$ cat config.mk
export PLATFORM = sky130hd
export DESIGN_NAME = hpc_chan
export DESIGN_NICKNAME = d
export VERILOG_FILES = /design/src/rtl/hpc_pkg.sv /design/src/rtl/hpc_chan.sv
export SDC_FILE = /design/constraint.sdc
export NUM_CORES = 1
export LEC_CHECK = 0
export BUFFER_PORTS_ARGS = -buffer_cell sky130_fd_sc_hd__buf_2
export CELL_PAD_IN_SITES_DETAIL_PLACEMENT = 0
export CELL_PAD_IN_SITES_GLOBAL_PLACEMENT = 2
export CORE_MARGIN = 2
export CORE_UTILIZATION = 38
export DETAILED_ROUTE_END_ITERATION = 10
export PLACE_DENSITY = 0.81
export SYNTH_ARGS = -nofsm -noshare
export SYNTH_HDL_FRONTEND = slang
export SYNTH_SLANG_ARGS = --single-unit
$ cat constraint.sdc
create_clock -name clk_i -period 7.6 [get_ports clk_i]
set_clock_uncertainty 0.15 [all_clocks]
set_input_delay 1.14 -clock clk_i [delete_from_list [all_inputs] [get_ports clk_i]]
set_output_delay 1.14 -clock clk_i [all_outputs]
set_load 0.05 [all_outputs]
$ cat src/rtl/hpc_pkg.sv
`timescale 1ns / 1ps

package hpc_pkg;

  localparam int unsigned DEF_INDEX_BITS    = 16;
  localparam int unsigned DEF_HUE_FRAC_BITS = 16;

  localparam int unsigned MAX_W      = 16;
  localparam int unsigned OFF_W      = 7;
  localparam int unsigned Q12_W      = 13;
  localparam int unsigned COLOR_W    = 8;
  localparam int unsigned CFG_IDX_W  = 4;
  localparam int unsigned CFG_DATA_W = 16;

  // 100 * max_iterations fits here
  localparam int unsigned DEN_W  = 23;
  // t1, t2 and their difference in q0.24, up to one
  localparam int unsigned TONE_W = 25;
  localparam int unsigned TONE_FRAC = 24;

  localparam int unsigned CHAN_STAGES = 4;

  localparam logic [CFG_IDX_W-1:0] REG_MAX_ITER   = 4'd0;
  localparam logic [CFG_IDX_W-1:0] REG_HUE_OFFSET = 4'd1;
  localparam logic [CFG_IDX_W-1:0] REG_SATURATION = 4'd2;
  localparam logic [CFG_IDX_W-1:0] REG_LIGHTNESS  = 4'd3;

  localparam logic [Q12_W-1:0]   Q12_ONE   = 13'd4096;
  localparam logic [Q12_W-1:0]   Q12_HALF  = 13'd2048;
  localparam logic [MAX_W-1:0]   MAX_ITER_RST = 16'd255;
  localparam logic [OFF_W-1:0]   HUE_OFFSET_RST = 7'd0;
  localparam logic [OFF_W-1:0]   HUNDRED   = 7'd100;
  localparam logic [COLOR_W-1:0] COLOR_MAX = 8'd255;

  typedef struct packed {
    logic [TONE_W-1:0] t1;
    logic [TONE_W-1:0] d;
  } tone_t;

  typedef struct packed {
    logic [COLOR_W-1:0] red;
    logic [COLOR_W-1:0] green;
    logic [COLOR_W-1:0] blue;
  } rgb_t;

endpackage

$ cat src/rtl/hpc_chan.sv
`timescale 1ns / 1ps

module hpc_chan #(
  parameter int unsigned HUE_FRAC_BITS = hpc_pkg::DEF_HUE_FRAC_BITS
) (
  input  logic                         clk_i,
  input  logic                         en_i,
  input  hpc_pkg::tone_t               tone_i,
  input  logic [HUE_FRAC_BITS+2:0]     pos_i,
  output logic [hpc_pkg::COLOR_W-1:0]  color_o
);

  localparam int unsigned FW     = HUE_FRAC_BITS;
  localparam int unsigned POS_W  = FW + 3;
  localparam int unsigned W_W    = FW + 1;
  localparam int unsigned V_W    = hpc_pkg::TONE_W + FW;
  localparam int unsigned PROD_W = V_W + 1;
  localparam int unsigned SHIFT  = hpc_pkg::TONE_FRAC + FW;
  localparam int unsigned SC_W   = V_W + hpc_pkg::COLOR_W;
  localparam int unsigned C_W    = SC_W - SHIFT;

  localparam logic [POS_W-1:0] UNIT   = POS_W'(1) << FW;
  localparam logic [POS_W-1:0] UNIT3  = POS_W'(3) << FW;
  localparam logic [POS_W-1:0] UNIT4  = POS_W'(4) << FW;
  localparam logic [SC_W-1:0]  HALF   = SC_W'(1) << (SHIFT - 1);

  logic [W_W-1:0]    w_d, w_q;
  logic [PROD_W-1:0] prod_d, prod_q;
  logic [PROD_W-1:0] v_sum;
  logic [V_W-1:0]    v_q;
  logic [SC_W-1:0]   sc;
  logic [C_W-1:0]    c;
  logic [hpc_pkg::COLOR_W-1:0] color_q;

  // ramp weight: rising, flat top, falling, floor
  always_comb begin
    if (pos_i < UNIT) begin
      w_d = W_W'(pos_i);
    end else if (pos_i < UNIT3) begin
      w_d = W_W'(UNIT);
    end else if (pos_i < UNIT4) begin
      w_d = W_W'(UNIT4 - pos_i);
    end else begin
      w_d = '0;
    end
  end

  assign prod_d = PROD_W'(tone_i.d) * PROD_W'(w_q);
  assign v_sum  = PROD_W'({tone_i.t1, {FW{1'b0}}}) + prod_q;
  assign sc     = {v_q, {hpc_pkg::COLOR_W{1'b0}}} - SC_W'(v_q) + HALF;
  assign c      = sc[SC_W-1:SHIFT];

  always_ff @(posedge clk_i) begin
    if (en_i) begin
      w_q     <= w_d;
      prod_q  <= prod_d;
      v_q     <= v_sum[V_W-1:0];
      color_q <= c[C_W-1] ? hpc_pkg::COLOR_MAX : c[hpc_pkg::COLOR_W-1:0];
    end
  end

  assign color_o = color_q;

endmodule

==> flow_metrics.py, run 1 <==
metrics = {
    "status": {
        "status": "finished, final reports clean",
    },
    "die": {
        "fp.dieW_um": 233,
        "rows": 83,
        "die_area_um2": 54300,
        "die-height_um": 233,
        "start_util_pct": 38.6,
        "coreArea_um2": 51600,
        "ios": 79,
    },
    "clocking": {
        "htree_num_levels": 3,
        "clkTransAtPathRegs_ns": 0.08,
        "clock-root-buffer": "clkbuf_16",
        "cts.sinks": 107,
        "cts_tree": "built",
        "insertion_delay_ns": 0.38,
        "cts_hold_buffers": 0,
        "cts_buffer_depth": 2,
        "cts_buffers": 9,
    },
    "yosys": {
        "yosys.area.top_type": "fa_1",
        "ys.flop_type": "edfxtp_1",
        "synth-edff-count": 107,
        "ys_seq_area_share_pct": 16.1,
        "mappedNetlistArea_um2": 19900,
        "ys_ff_latch": 107,
        "avgSynthCellArea_um2": 9.29,
        "synthCells": 2145,
        "ys.warnings.count": 0,
        "ys_types": 63,
        "synth.top_cell.area_share_pct": 34.5,
        "synthArstFlopShare_pct": 0,
        "synthTopCellsByArea": "fa_1, edfxtp_1, ha_1, inv_1, nand2_1",
        "syn_nets": 2769,
    },
    "min_path": {
        "hp-class": "reg2reg",
    },
    "setup_path": {
        "cp.arrival_ns": 7.17,
        "r2r_start": "w_q[5]",
        "crit_end": "prod_q[33]",
        "critPathSlowestCell": "fa_1",
        "setup.worst_path.start": "tone_i[8]",
        "r2r-end": "prod_q[33]",
        "critPathMaxStageDelay_ns": 0.57,
        "critical_path_peak_fanout": 11,
        "rrSetupSlack_ns": 0.56,
        "crit_path_frequent_cell": "fa_1",
        "crit_type": "in2reg",
        "cp.required_ns": 7.58,
        "start_kind": "input port",
        "endpoint_kind": "flop",
        "r2r_cells": 22,
        "path_cells": "buf_2, nand2_1, fa_1, inv_1, fa_1, fa_1, fa_1, fa_1, inv_1, fa_1, inv_1, ha_1, a21o_1, a21o_1, o21ai_0, o31ai_1, o2111ai_2, a21oi_2, a221oi_2, o221ai_1, xor2_1",
    },
    "grt": {
        "grt_pass1_wl_um": 80500,
        "first_global_vias": 15500,
        "track_usage_pct": 19.1,
        "overflow": 0,
        "grt_max_degree": 75,
        "antenna_found_initial": 0,
    },
    "routing": {
        "num_vias": 14300,
        "drt-initial-drc-count": 649,
        "viasPerCell": 4.92,
        "postRouteAntennaNets": 0,
        "wl_um": 49000,
        "drc": 0,
        "dr.pass1.iters": 5,
        "wl_per_cell_um": 16.9,
    },
    "final_layout": {
        "final_util_pct": 42.1,
        "multi_input_area_um2": 14700,
        "final_common_cell": "inv_1",
        "regArea_um2": 3210,
        "syn2layout_area_growth_pct": 8.98,
        "drive_gt1_share_pct": 7.81,
        "fill_cells": 5139,
        "mostFrequentLayoutCells": "inv_1, fa_1, nand2_1",
        "final_nets": 2849,
        "insertedDiodeCount": 0,
    },
    "timing": {
        "finalCritPeriodShare_pct": 94.6,
        "slew-limit-headroom_pct": 37.0,
        "period_needed_ns": 7.19,
        "fmax_mhz": 139,
        "grt_setup_unrepaired": "false",
        "setup_ws_ns": 0.410,
        "hold_viol_final": 0,
        "finalSetupViolations": 0,
        "tightestPinTransition_ns": 0.946,
        "drv_slew": 0,
    },
    "placement": {
        "port_buffers": 78,
        "dp_hpwl_um": 41600,
        "place_congestion": 0.875,
        "place_ws_ns": -0.165,
    },
    "job": {
        "max_cap_violations": 0,
    },
}
-- logic make-up after synthesis --
group                    share of synthesized area [%]
multiplexers                                     0.100
flip-flops                                        16.1
AND/OR/NAND/NOR                                   15.1
buffers and inverters                             10.5
AO/OA/AOI/OAI                                     7.75
adder cells (fa/ha/maj)                           47.7
XOR/XNOR                                          2.86
-- cell usage after synthesis (9+ instances only) --
| library cell | number |
|---|---|
| a21oi_1 | 61 |
| nand2b_1 | 9 |
| clkbuf_1 | 75 |
| o21a_1 | 10 |
| nand2_1 | 318 |
| xnor2_1 | 48 |
| nand4_1 | 9 |
| nor2b_1 | 13 |
| ha_1 | 209 |
| o21ai_1 | 10 |
| nand3_1 | 16 |
| nor2_1 | 45 |
| fa_1 | 344 |
| o21ai_0 | 49 |
| edfxtp_1 | 107 |
| inv_1 | 479 |
| a21o_1 | 39 |
| nor3_1 | 22 |
| and2_1 | 161 |
| xor2_1 | 17 |
| o31ai_1 | 11 |
-- worst max-delay path, delay by kind of cell --
kind                     cells  cell delay (ns)
buffers and inverters        4             0.42
adder cells (fa/ha/maj)      7             3.58
AND/OR/NAND/NOR              1             0.13
XOR/XNOR                     1             0.18
AO/OA/AOI/OAI                8             1.70
-- flip-flops by register name (all words and copies together) (netlist names) --
register and cells:
w_q 17, v_q 41, prod_q 41, color_o 8
-- worst min-delay path by stage --
stage | slack [ns] | depth (start not counted) | to | start
6_report | 0.27 | 0 | v_q[14] | prod_q[14]
5_1_grt | 0.28 | 0 | v_q[12] | prod_q[12]
4_1_cts | 0.27 | 0 | v_q[14] | prod_q[14]
3_5_place_dp | 0.26 | 0 | v_q[3] | prod_q[3]
3_3_place_gp | 0.25 | 0 | v_q[5] | prod_q[5]
2_1_floorplan | 0.25 | 0 | v_q[0] | prod_q[0]
-- final cells by class --
class	count	share of cell area [%]
multi-input combinational	1483	67.5
sequential	107	14.8
inverter	479	8.28
timing repair buffer	145	4.15
tap	680	3.92
clock buffer	9	1.04
clock inverter	6	0.380
-- per-stage QoR --
| stage | hold slack [ns] | cells | area, um^2 | setup TNS [ns] |
|---|---|---|---|---|
| after CTS | 0.270 | 2909 | 21700 | 0 |
| final | 0.268 | 2909 | 21700 | 0 |
| after floorplan | 0.250 | 2145 | 19900 | 0 |
| after detailed placement | 0.255 | 2894 | 21400 | -0.619 |
| after global routing | 0.277 | 2909 | 21700 | 0 |
| after global placement | 0.252 | 2894 | 21400 | -0.334 |
-- per-layer routing --
layer / vias up / track usage [%] / routed length, um
li1: 6813 / - / -
met1: 7170 / 25.4 / 22700
met2: 279 / 32.5 / 23200
met3: 61 / 3.05 / 2140
met4: 0 / 4.86 / 1060
met5: - / 0 / 0
-- repair_timing --
item | 4_1_cts | 5_1_grt
endpoints found under the hold margin | 0 | 0
endpoints found under the setup margin | 0 | 4
buffers inserted | 0 | 0
resized for setup | 0 | 6
Power of run 1 is left out: the tool's default activity adds up to more than one toggle a clock period on the data nets, which glitch-free logic cannot reach.
==> run 2, diff against run 1 <==
Settings changed: CORE_MARGIN 2 to not set, SLEW_MARGIN set to 10.
==> run 2 against run 1 <==
Compared with the run above: fmax grew 0.21%; via count shrank 0.19%; utilization is essentially flat.
==> flow_metrics.py, run 2 (synthesis results as in run 1) <==
metrics = {
    "setup_path": {
        "crit_path_frequent_cell": "fa_1",
        "cp_top_family": "adder cells",
        "worst-path-buf-inv": 4,
        "start_kind": "input port",
        "critPathSlowestCell": "fa_1",
        "crit_type": "in2reg",
        "rrSetupSlack_ns": 0.46,
        "critical_path_peak_fanout": 13,
        "path_cells": "buf_2, nand2_1, fa_1, inv_1, fa_1, fa_1, fa_1, fa_1, inv_1, fa_1, inv_1, ha_1, a21o_1, a21o_1, o21ai_0, o31ai_1, o2111ai_2, a21oi_2, a221oi_2, o221ai_1, xor2_1",
        "r2r-end": "prod_q[33]",
        "cp.arrival_ns": 7.15,
        "critPathMaxStageDelay_ns": 0.58,
        "r2r_start": "w_q[5]",
        "r2r_cells": 22,
        "endpoint_kind": "flop",
        "cp.required_ns": 7.57,
    },
    "placement": {
        "dp_hpwl_um": 41900,
        "place_congestion": 0.855,
        "port_buffers": 78,
        "place_ws_ns": -0.133,
    },
    "grt": {
        "antenna_found_initial": 0,
        "use_met3_pct": 2.55,
        "met2_usage_pct": 32.3,
        "first_global_vias": 15500,
        "grt_pass1_wl_um": 81000,
        "grt_max_degree": 75,
        "overflow": 0,
        "track_usage_pct": 19.5,
        "top_usage_layer": "met2",
        "use_met1_pct": 26.5,
    },
    "clocking": {
        "cts_buffers": 9,
        "cts_setup_buffers": 0,
        "cts_buffer_depth": 2,
        "clkTransAtPathRegs_ns": 0.08,
        "cts.sinks": 107,
        "insertion_delay_ns": 0.37,
        "clock-root-buffer": "clkbuf_16",
        "cts_tree": "built",
        "cts_hold_buffers": 0,
        "htree_num_levels": 3,
    },
    "routing": {
        "num_vias": 14300,
        "viasPerCell": 4.91,
        "wl_um": 49300,
        "dr.pass1.iters": 6,
        "postRouteAntennaNets": 0,
        "wl_per_cell_um": 16.9,
        "drc": 0,
        "drt-initial-drc-count": 609,
    },
    "final_layout": {
        "drive_gt1_share_pct": 7.76,
        "syn2layout_area_growth_pct": 9.05,
        "final_nets": 2850,
        "final_common_cell": "inv_1",
        "insertedDiodeCount": 0,
        "mostFrequentLayoutCells": "inv_1, fa_1, nand2_1",
        "largest_registers": "prod_q (41), v_q (41), w_q (17)",
    },
    "status": {
        "status": "finished, final reports clean",
    },
    "timing": {
        "slew-limit-headroom_pct": 36.7,
        "fmax_mhz": 139,
        "drv_slew": 0,
        "finalSetupViolations": 0,
        "hold_viol_final": 0,
        "setup_ws_ns": 0.425,
        "grt_setup_unrepaired": "false",
        "period_needed_ns": 7.18,
        "tightestPinTransition_ns": 0.950,
        "setup_tns_ns": 0,
        "finalCritPeriodShare_pct": 94.4,
    },
    "die": {
        "die-height_um": 231,
        "ios": 79,
        "rows": 83,
        "die_area_um2": 53400,
        "start_util_pct": 38.6,
        "fp.dieW_um": 231,
        "coreArea_um2": 51600,
    },
    "min_path": {
        "hp-class": "reg2reg",
        "holdPathEnd": "v_q[14]",
        "min_from": "prod_q[14]",
        "holdPathStages": 0,
    },
    "job": {
        "max_cap_violations": 0,
    },
}
==> run 2: changes by cell type in the layout (fill, tap and decap cells not counted) <==
cell / previous run / this run
a2111oi_1: 0 / 1
a2111oi_2: 2 / 1
a211oi_1: 7 / 8
a211oi_2: 1 / 0
a31oi_1: 4 / 5
a31oi_2: 1 / 0
buf_2: 75 / 77
buf_4: 68 / 69
bufinv_16: 1 / 2
clkbuf_4: 2 / 0
clkinvlp_4: 1 / 0
o31ai_1: 11 / 10
o31ai_2: 0 / 1
==> run 2: worst register-to-register path, delay by kind of cell, from the launching register on <==
kind,cells,cell delay [ns]
AND/OR/NAND/NOR,1,0.18
AO/OA/AOI/OAI,8,1.71
XOR/XNOR,1,0.17
buffers and inverters,5,0.26
adder cells (fa/ha/maj),7,3.52
flip-flops,1,0.89
==> run 2: worst max-delay path by stage <==
stage / cells past startpoint / slack, ns / to / start
floorplan: 23 / 0.27 / prod_q[40] / tone_i[18]
global placement: 24 / -0.03 / prod_q[38] / tone_i[7]
detailed placement: 23 / -0.13 / prod_q[37] / tone_i[6]
CTS: 23 / 0.28 / prod_q[37] / tone_i[6]
global route: 21 / 0.02 / prod_q[33] / tone_i[7]
finish: 21 / 0.42 / prod_q[33] / tone_i[7]
==> run 2: metal layers <==
metal  part of all wire, %  vias to the layer above
li1                      -                     6818
met1                    47                     7101
met2                    46                      310
met3                   4.0                       67
met4                   2.7                        0
met5                     0                        -
==> run 2: what timing repair did <==
item | CTS | global route
resized for setup | 0 | 2
setup endpoints to repair | 0 | 2
endpoints found under the hold margin | 0 | 0
==> run 2: per-stage QoR <==
step	instance area, um^2	utilization [%]	instances	hold slack [ns]
4_1_cts	21700	42.1	2910	0.263
3_3_place_gp	21400	41.5	2895	0.255
3_5_place_dp	21400	41.5	2895	0.255
6_report	21700	42.1	2910	0.262
2_1_floorplan	19900	-	2145	0.250
5_1_grt	21700	42.1	2910	0.270
==> run 2: area by class of cell <==
cell class / instances / area (um^2)
clock buffers: 9 / 225
well taps: 680 / 851
fillers: 5147 / 29900
clock inverters: 6 / 105
inverters: 479 / 1800
multi-input cells: 1483 / 14600
repair buffers: 146 / 903
flip-flops and latches: 107 / 3210
Power of run 2 is left out for the same reason.
